<file path="src/hrse_pkg.sv">
package hrse_pkg;

  localparam int unsigned FACTOR_W    = 17;
  localparam int unsigned TIMER_W     = 26;
  localparam int unsigned MS_W        = 16;
  localparam int unsigned ELAPSED_W   = 20;
  localparam int unsigned TICK_W      = 18;
  localparam int unsigned STRENGTH_W  = 16;
  localparam int unsigned QUOT_W      = 16;
  localparam int unsigned PROD_W      = TIMER_W + QUOT_W;
  localparam int unsigned CFG_INDEX_W = 3;
  localparam int unsigned CFG_DATA_W  = 17;
  localparam int unsigned PHASE_W     = 2;

  localparam logic [FACTOR_W-1:0]  Q_ONE        = 17'd65536;
  localparam logic [FACTOR_W-1:0]  SCALE_MIN    = 17'd3277;
  localparam logic [FACTOR_W-1:0]  SCALE_RESET  = 17'd16384;
  localparam logic [MS_W-1:0]      HOLD_MS_RESET   = 16'd700;
  localparam logic [MS_W-1:0]      RAMP_MS_RESET   = 16'd900;
  localparam logic [MS_W-1:0]      THRESHOLD_RESET = 16'd100;
  localparam logic [ELAPSED_W-1:0] LONG_TICK_US = 20'd250000;
  localparam logic [9:0]           US_PER_MS    = 10'd1000;

  localparam logic OP_TICK    = 1'b0;
  localparam logic OP_TRIGGER = 1'b1;

  localparam logic [PHASE_W-1:0] PHASE_IDLE = 2'd0;
  localparam logic [PHASE_W-1:0] PHASE_HOLD = 2'd1;
  localparam logic [PHASE_W-1:0] PHASE_RAMP = 2'd2;

  typedef enum logic [CFG_INDEX_W-1:0] {
    REG_ENABLED    = 3'd0,
    REG_SLOW_SCALE = 3'd1,
    REG_HOLD_TIME  = 3'd2,
    REG_RAMP_TIME  = 3'd3,
    REG_THRESHOLD  = 3'd4
  } reg_index_t;

  typedef struct packed {
    logic                  enabled;
    logic [FACTOR_W-1:0]   slow_scale;
    logic [TIMER_W-1:0]    hold_us;
    logic [TIMER_W-1:0]    ramp_us;
    logic [STRENGTH_W-1:0] threshold;
  } cfg_t;

  function automatic logic [TIMER_W-1:0] us_from_ms(input logic [MS_W-1:0] ms);
    return TIMER_W'(ms) * TIMER_W'(US_PER_MS);
  endfunction

endpackage

</file>
<file path="src/hrse_cfg.sv">
module hrse_cfg (
  input  logic                                clk,
  input  logic                                rst,
  input  logic                                cfg_valid,
  output logic                                cfg_ready,
  input  logic [hrse_pkg::CFG_INDEX_W-1:0]    cfg_index,
  input  logic [hrse_pkg::CFG_DATA_W-1:0]     cfg_data,
  output hrse_pkg::cfg_t                      cfg
);

  logic                              enabled;
  logic [hrse_pkg::FACTOR_W-1:0]     slow_scale;
  logic [hrse_pkg::TIMER_W-1:0]      hold_us;
  logic [hrse_pkg::TIMER_W-1:0]      ramp_us;
  logic [hrse_pkg::STRENGTH_W-1:0]   threshold;
  logic [hrse_pkg::FACTOR_W-1:0]     scale_sat;
  logic [hrse_pkg::MS_W-1:0]         ramp_fixed;

  assign cfg_ready = 1'b1;

  always_comb begin
    if (cfg_data < hrse_pkg::SCALE_MIN) begin
      scale_sat = hrse_pkg::SCALE_MIN;
    end else if (cfg_data > hrse_pkg::Q_ONE) begin
      scale_sat = hrse_pkg::Q_ONE;
    end else begin
      scale_sat = cfg_data;
    end
    ramp_fixed = (cfg_data[hrse_pkg::MS_W-1:0] == '0) ? hrse_pkg::MS_W'(1)
                                                      : cfg_data[hrse_pkg::MS_W-1:0];
  end

  // durations kept in microseconds, converted once at write time
  always_ff @(posedge clk) begin
    if (rst) begin
      enabled    <= 1'b0;
      slow_scale <= hrse_pkg::SCALE_RESET;
      hold_us    <= hrse_pkg::us_from_ms(hrse_pkg::HOLD_MS_RESET);
      ramp_us    <= hrse_pkg::us_from_ms(hrse_pkg::RAMP_MS_RESET);
      threshold  <= hrse_pkg::THRESHOLD_RESET;
    end else if (cfg_valid && cfg_ready) begin
      unique case (cfg_index)
        hrse_pkg::REG_ENABLED:    enabled    <= cfg_data[0];
        hrse_pkg::REG_SLOW_SCALE: slow_scale <= scale_sat;
        hrse_pkg::REG_HOLD_TIME:  hold_us    <= hrse_pkg::us_from_ms(cfg_data[hrse_pkg::MS_W-1:0]);
        hrse_pkg::REG_RAMP_TIME:  ramp_us    <= hrse_pkg::us_from_ms(ramp_fixed);
        hrse_pkg::REG_THRESHOLD:  threshold  <= cfg_data[hrse_pkg::STRENGTH_W-1:0];
        default: ;
      endcase
    end
  end

  always_comb begin
    cfg.enabled    = enabled;
    cfg.slow_scale = slow_scale;
    cfg.hold_us    = hold_us;
    cfg.ramp_us    = ramp_us;
    cfg.threshold  = threshold;
  end

endmodule

</file>
<file path="src/hrse_div.sv">
module hrse_div (
  input  logic                              clk,
  input  logic                              rst,
  input  logic                              start,
  input  logic [hrse_pkg::PROD_W-1:0]       dividend,
  input  logic [hrse_pkg::TIMER_W-1:0]      divisor,
  output logic                              done,
  output logic [hrse_pkg::QUOT_W-1:0]       quotient
);

  localparam int unsigned CNT_W = $clog2(hrse_pkg::QUOT_W);

  logic                               busy;
  logic [CNT_W-1:0]                   count;
  logic [hrse_pkg::TIMER_W-1:0]       rem;
  logic [hrse_pkg::TIMER_W-1:0]       dvs;
  logic [hrse_pkg::QUOT_W-1:0]        lo;
  logic [hrse_pkg::TIMER_W:0]         rem_sh;
  logic [hrse_pkg::TIMER_W:0]         rem_diff;
  logic                               fits;

  // restoring division, one quotient bit per cycle; dividend high half < divisor
  always_comb begin
    rem_sh   = {rem, lo[hrse_pkg::QUOT_W-1]};
    rem_diff = rem_sh - {1'b0, dvs};
    fits     = (rem_sh >= {1'b0, dvs});
  end

  assign quotient = lo;

  always_ff @(posedge clk) begin
    if (rst) begin
      busy  <= 1'b0;
      done  <= 1'b0;
      count <= '0;
    end else begin
      done <= 1'b0;
      if (start) begin
        busy  <= 1'b1;
        count <= '0;
        rem   <= dividend[hrse_pkg::PROD_W-1:hrse_pkg::QUOT_W];
        lo    <= dividend[hrse_pkg::QUOT_W-1:0];
        dvs   <= divisor;
      end else if (busy) begin
        rem   <= fits ? rem_diff[hrse_pkg::TIMER_W-1:0] : rem_sh[hrse_pkg::TIMER_W-1:0];
        lo    <= {lo[hrse_pkg::QUOT_W-2:0], fits};
        count <= count + CNT_W'(1);
        if (count == CNT_W'(hrse_pkg::QUOT_W - 1)) begin
          busy <= 1'b0;
          done <= 1'b1;
        end
      end
    end
  end

endmodule

</file>
<file path="src/hold_ramp_slowdown_envelope.sv">
// A trigger or a hold/idle tick passes ST_EXEC, then ST_FIN; a ramp tick passes ST_MUL,
// ST_LOAD and the 16-step serial divider (ST_DIV) for the ramp fraction before ST_FIN.
// One transaction at a time: the next is taken only after the result is registered;
// in_stall is high until the result is registered, longer while out_stall holds it.
// A finished result waits in the output register while the next transaction is taken.
// Reset (rst, synchronous): timers cleared, factor 1.0, registers to their defaults.
module hold_ramp_slowdown_envelope (
  input  logic                                clk,
  input  logic                                rst,
  input  logic                                in_valid,
  output logic                                in_stall,
  input  logic                                op,
  input  logic [hrse_pkg::ELAPSED_W-1:0]      elapsed_us,
  input  logic [hrse_pkg::STRENGTH_W-1:0]     trigger_strength,
  output logic                                out_valid,
  input  logic                                out_stall,
  output logic [hrse_pkg::FACTOR_W-1:0]       speed_factor,
  output logic [hrse_pkg::FACTOR_W-1:0]       slowdown_amount,
  output logic [hrse_pkg::PHASE_W-1:0]        phase,
  input  logic                                cfg_valid,
  output logic                                cfg_ready,
  input  logic [hrse_pkg::CFG_INDEX_W-1:0]    cfg_index,
  input  logic [hrse_pkg::CFG_DATA_W-1:0]     cfg_data
);

  typedef enum logic [2:0] {
    ST_IDLE,
    ST_EXEC,
    ST_MUL,
    ST_LOAD,
    ST_DIV,
    ST_FIN
  } state_t;

  state_t                            state;
  hrse_pkg::cfg_t                    cfg;
  logic                              op_q;
  logic [hrse_pkg::TICK_W-1:0]       tick_us;
  logic [hrse_pkg::STRENGTH_W-1:0]   strength_q;
  logic [hrse_pkg::TIMER_W-1:0]      hold_left;
  logic [hrse_pkg::TIMER_W-1:0]      ramp_left;
  logic [hrse_pkg::FACTOR_W-1:0]     factor_now;
  logic [hrse_pkg::PROD_W-1:0]       prod;
  logic                              div_start;
  logic                              div_done;
  logic [hrse_pkg::QUOT_W-1:0]       div_quot;
  logic [hrse_pkg::TIMER_W-1:0]      tick_ext;
  logic [hrse_pkg::TIMER_W-1:0]      ramp_rem;
  logic [hrse_pkg::TIMER_W-1:0]      ramp_done;
  logic [hrse_pkg::FACTOR_W-1:0]     rise_span;
  logic [hrse_pkg::FACTOR_W:0]       factor_sum;
  logic [hrse_pkg::PHASE_W-1:0]      phase_next;
  logic                              out_free;

  hrse_cfg u_cfg (
    .clk       (clk),
    .rst       (rst),
    .cfg_valid (cfg_valid),
    .cfg_ready (cfg_ready),
    .cfg_index (cfg_index),
    .cfg_data  (cfg_data),
    .cfg       (cfg)
  );

  hrse_div u_div (
    .clk      (clk),
    .rst      (rst),
    .start    (div_start),
    .dividend (prod),
    .divisor  (cfg.ramp_us),
    .done     (div_done),
    .quotient (div_quot)
  );

  assign in_stall  = (state != ST_IDLE);
  assign div_start = (state == ST_LOAD);
  assign out_free  = !out_valid || !out_stall;

  always_comb begin
    tick_ext   = hrse_pkg::TIMER_W'(tick_us);
    ramp_rem   = (ramp_left > cfg.ramp_us) ? cfg.ramp_us : ramp_left;
    ramp_done  = cfg.ramp_us - ramp_rem;
    rise_span  = hrse_pkg::Q_ONE - cfg.slow_scale;
    factor_sum = (hrse_pkg::FACTOR_W + 1)'(cfg.slow_scale)
               + (hrse_pkg::FACTOR_W + 1)'(div_quot);
    if (hold_left != '0) begin
      phase_next = hrse_pkg::PHASE_HOLD;
    end else if (ramp_left != '0) begin
      phase_next = hrse_pkg::PHASE_RAMP;
    end else begin
      phase_next = hrse_pkg::PHASE_IDLE;
    end
  end

  always_ff @(posedge clk) begin
    if (rst) begin
      state      <= ST_IDLE;
      out_valid  <= 1'b0;
      hold_left  <= '0;
      ramp_left  <= '0;
      factor_now <= hrse_pkg::Q_ONE;
    end else begin
      if (out_valid && !out_stall) begin
        out_valid <= 1'b0;
      end
      unique case (state)
        ST_IDLE: begin
          if (in_valid) begin
            op_q       <= op;
            tick_us    <= (elapsed_us > hrse_pkg::LONG_TICK_US) ? '0
                                                                : elapsed_us[hrse_pkg::TICK_W-1:0];
            strength_q <= trigger_strength;
            state      <= ST_EXEC;
          end
        end
        ST_EXEC: begin
          state <= ST_FIN;
          if (op_q == hrse_pkg::OP_TRIGGER) begin
            if (cfg.enabled && strength_q >= cfg.threshold) begin
              hold_left <= cfg.hold_us;
              ramp_left <= cfg.ramp_us;
            end
          end else if (hold_left != '0) begin
            hold_left  <= (hold_left > tick_ext) ? hold_left - tick_ext : '0;
            factor_now <= cfg.slow_scale;
          end else if (ramp_left != '0) begin
            ramp_left <= (ramp_left > tick_ext) ? ramp_left - tick_ext : '0;
            state     <= ST_MUL;
          end else begin
            factor_now <= hrse_pkg::Q_ONE;
          end
        end
        ST_MUL: begin
          prod  <= hrse_pkg::PROD_W'(rise_span) * hrse_pkg::PROD_W'(ramp_done);
          state <= ST_LOAD;
        end
        ST_LOAD: begin
          state <= ST_DIV;
        end
        ST_DIV: begin
          if (div_done) begin
            factor_now <= (factor_sum > (hrse_pkg::FACTOR_W + 1)'(hrse_pkg::Q_ONE))
                        ? hrse_pkg::Q_ONE : factor_sum[hrse_pkg::FACTOR_W-1:0];
            state      <= ST_FIN;
          end
        end
        ST_FIN: begin
          if (out_free) begin
            out_valid       <= 1'b1;
            speed_factor    <= factor_now;
            slowdown_amount <= hrse_pkg::Q_ONE - factor_now;
            phase           <= phase_next;
            state           <= ST_IDLE;
          end
        end
        default: state <= ST_IDLE;
      endcase
    end
  end

endmodule
</file>
<file path="config.mk">
export PLATFORM = sky130hd
export DESIGN_NAME = hold_ramp_slowdown_envelope
export DESIGN_NICKNAME = d
export VERILOG_FILES = /design/src/hrse_pkg.sv /design/src/hrse_cfg.sv /design/src/hrse_div.sv /design/src/hold_ramp_slowdown_envelope.sv
export SDC_FILE = /design/constraint.sdc
export NUM_CORES = 2
export LEC_CHECK = 0
export ABC_AREA = 0
export BUFFER_PORTS_ARGS = -buffer_cell sky130_fd_sc_hd__buf_4
export CORE_MARGIN = 5
export CORE_UTILIZATION = 54
export DETAILED_ROUTE_END_ITERATION = 12
export GPL_TIMING_DRIVEN = 0
export PLACE_DENSITY = 0.77
export SLEW_MARGIN = 40
export SYNTH_ARGS = -nofsm -noshare
export SYNTH_HDL_FRONTEND = slang
export SYNTH_HIERARCHICAL = 1
export SYNTH_SLANG_ARGS = --single-unit
</file>
<file path="constraint.sdc">
create_clock -name clk -period 11.5 [get_ports clk]
set_input_delay 1.725 -clock clk [delete_from_list [all_inputs] [get_ports clk]]
set_output_delay 1.725 -clock clk [all_outputs]
set_load 0.02 [all_outputs]
</file>
==> flow_metrics.tcl <==
set metrics [dict create \
    status "finished, final reports clean" \
    synth_area_sq_um 40080 \
    cp_common_cell "fa_1" \
    start_util_pct 54.11 \
    area_delta_synth_final_pct 10.49 \
    ff2ff_path_depth 40 \
    worstPathArrival_ns 11.49 \
    worstSkewPairLatency_ns 0.58 \
    rows 100 \
    hp-class "flip-flop to flip-flop" \
    synth-warning-count 6 \
    synthCells 4470 \
    worstHoldStart "u_cfg/threshold[14]" \
    cts_buffers 40 \
    ios 101 \
    cts_buffer_depth 3 \
    drv_slew 0 \
    avgSynthCellArea_sq_um 8.967 \
    fill_cells 6435 \
    wirelength_microns 122700 \
    fp.dieW_microns 282.4 \
    grt_pass1_vias 34090 \
    die-area_sq_um 79780 \
    clk_pin_slew_ns 0.06 \
    slowest_delay_ns 0.55 \
    routabilityCongestion 1.033 \
    grt_pass1_wl_microns 191000 \
    cts_tree "done" \
    met2_wirelength_microns 57010 \
    multi_input_area_sq_um 28770 \
    hold_violations 0 \
    drc_errors 0 \
    root_buffer "clkbuf_16" \
    met1_length_microns 47730 \
    r2r_end "prod[40]" \
    final_common_cell "inv_1" \
    die_h_microns 282.4 \
    dp_hpwl_microns 98780 \
    post-route-period-util_pct 97.32 \
    grt-ovfl-total 0 \
    io_buffers 97 \
    criticalPathCategory "flip-flop to flip-flop" \
    detail_route.wl_per_cell_microns 21.71 \
    core-area_sq_um 74070 \
    grt_usage_pct 30.65 \
    min_path_cells 2 \
    cp_max_fo 10 \
    fmax_mhz 89.35 \
    grt_max_degree 20 \
    dr.max_layer_used "met5" \
    final_nets 5554 \
    final_cell_mix "inv_1, nand2_1, fa_1, nor2_1, ha_1" \
    synth_flop_cell "edfxtp_1" \
    vias_per_cell 6.007 \
    h-tree-depth 2 \
    rr_startpoint "u_cfg/ramp_us[10]" \
    slew_headroom_pct 35.80 \
    worst_clock_skew_ns 0.03031 \
    vias 33940 \
    layout-drive-gt1-share_pct 9.254 \
    async_flop_share_pct 0 \
    final_util_pct 59.79 \
    synth-seq-cells 339 \
    postRouteAntennaNets 0 \
    wl_met3_microns 11090 \
    cts_sinks 339 \
    endpoint_kind "flip-flop" \
    fin_crit_ns 11.19 \
    critPathLaunchType "flip-flop" \
    synth_cell_type_count 104 \
    regArea_sq_um 8616 \
    hold_end "u_cfg/threshold[14]" \
    slowest_stage "dfxtp_1" \
    ys_seq_area_share_pct 21.43 \
    cts-hold-fix-buffers 0 \
    drv_cap 0 \
    tightest_slew_ns 0.9583 \
    critical_path_required_ns 11.80 \
    r2r_slack_ns 0.31 \
    synth_edf_count 180 \
    finalSetupViolCount 0 \
    drt-initial-drc-count 3209 \
    antenna_found_initial 3 \
    drt-pass1-iter-count 6 \
]
==> kinds of logic after synthesis <==
kind of cell    after synthesis  synth area share (%)
compound gates              860                 14.46
xor+xnor                    197                 4.305
fa+ha+maj                   844                 35.13
buf+inv                     864                 8.310
flops                       339                 21.43
mux                          53                 1.455
other cells                   2               0.01874
simple gates               1311                 14.90
==> state kept, by name, indices dropped and copies added, names as in the netlist, 18 cells and up <==
register       cells
prod              42
u_cfg/hold_us     23
u_div/rem         26
hold_left         26
u_div/dvs         26
ramp_left         26
tick_us           18
u_cfg/ramp_us     23
==> layer usage <==
layer	vias up	track usage, %
li1	15360	-
met1	16660	39.87
met2	1552	49.95
met3	364	5.761
met4	2	14.32
met5	-	0
==> metrics by stage <==
step | hold WS (ns) | setup WS (ns) | instances | TNS, ns | area [sq um]
2_1_floorplan | 0.4254 | 1.224 | 4475 | 0 | 40100
3_3_place_gp | 0.4409 | -2.429 | 5541 | -31.32 | 42040
3_5_place_dp | 0.4416 | -1.130 | 5566 | -17.92 | 42590
4_1_cts | 0.4542 | 0.02463 | 5646 | 0 | 44060
5_1_grt | 0.4816 | -0.2351 | 5648 | -0.7217 | 44280
6_report | 0.4525 | 0.3080 | 5650 | 0 | 44290
==> worst max-delay path by stage <==
stage / endpoint / startpoint / depth (start not counted) / slack [ns]
6_report: prod[40] / u_cfg/ramp_us[10] / 40 / 0.31
5_1_grt: prod[40] / u_cfg/ramp_us[18] / 40 / -0.24
4_1_cts: prod[37] / u_cfg/ramp_us[6] / 42 / 0.02
3_5_place_dp: prod[37] / u_cfg/ramp_us[17] / 41 / -1.13
3_3_place_gp: prod[37] / u_cfg/ramp_us[17] / 35 / -2.43
2_1_floorplan: prod[32] / u_cfg/ramp_us[14] / 42 / 1.22
==> worst max-delay path, delay by kind of cell, from the launching register on <==
kind	cells	cell delay [ns]
xor+xnor	2	0.61
compound gates	14	2.79
simple gates	9	1.85
fa+ha+maj	9	4.23
flops	1	0.55
buf+inv	6	0.87
==> layout make-up <==
cell class | count | share of cell area, %
tap | 969 | 2.738
timing repair buffer | 133 | 2.319
buffer | 152 | 1.559
clock inverter | 22 | 0.3870
antenna | 2 | 0.01130
sequential | 339 | 19.45
clock buffer | 51 | 2.565
inverter | 710 | 6.017
multi-input combinational | 3272 | 64.95
==> synth_stat cells (all sizes together) (71+ instances only) <==
cell type  instances  area (sq um)
dfxtp            159          3183
nor3              71         366.6
xnor2            123          1077
a21oi            233          1192
clkbuf           123         461.7
inv              709          2661
xor2              74         648.1
a21o              77         578.1
ha               375          4692
edfxtp           180          5405
nand2            480          1812
fa               469          9389
nor2             401          1508
nand3             76         380.4
o21ai            171         859.6
==> timing repair <==
| action | 4_1_cts | 5_1_grt |
|---|---|---|
| endpoints found under the setup margin | 25 | 20 |
| hold endpoints to repair | 0 | 0 |
| pin swaps | 2 | 4 |
| gates resized for setup | 32 | 66 |
| setup buffers | 7 | 4 |
Power is not shown: default switching activity piles up to over one toggle a cycle in this logic, so the estimate is an artifact.
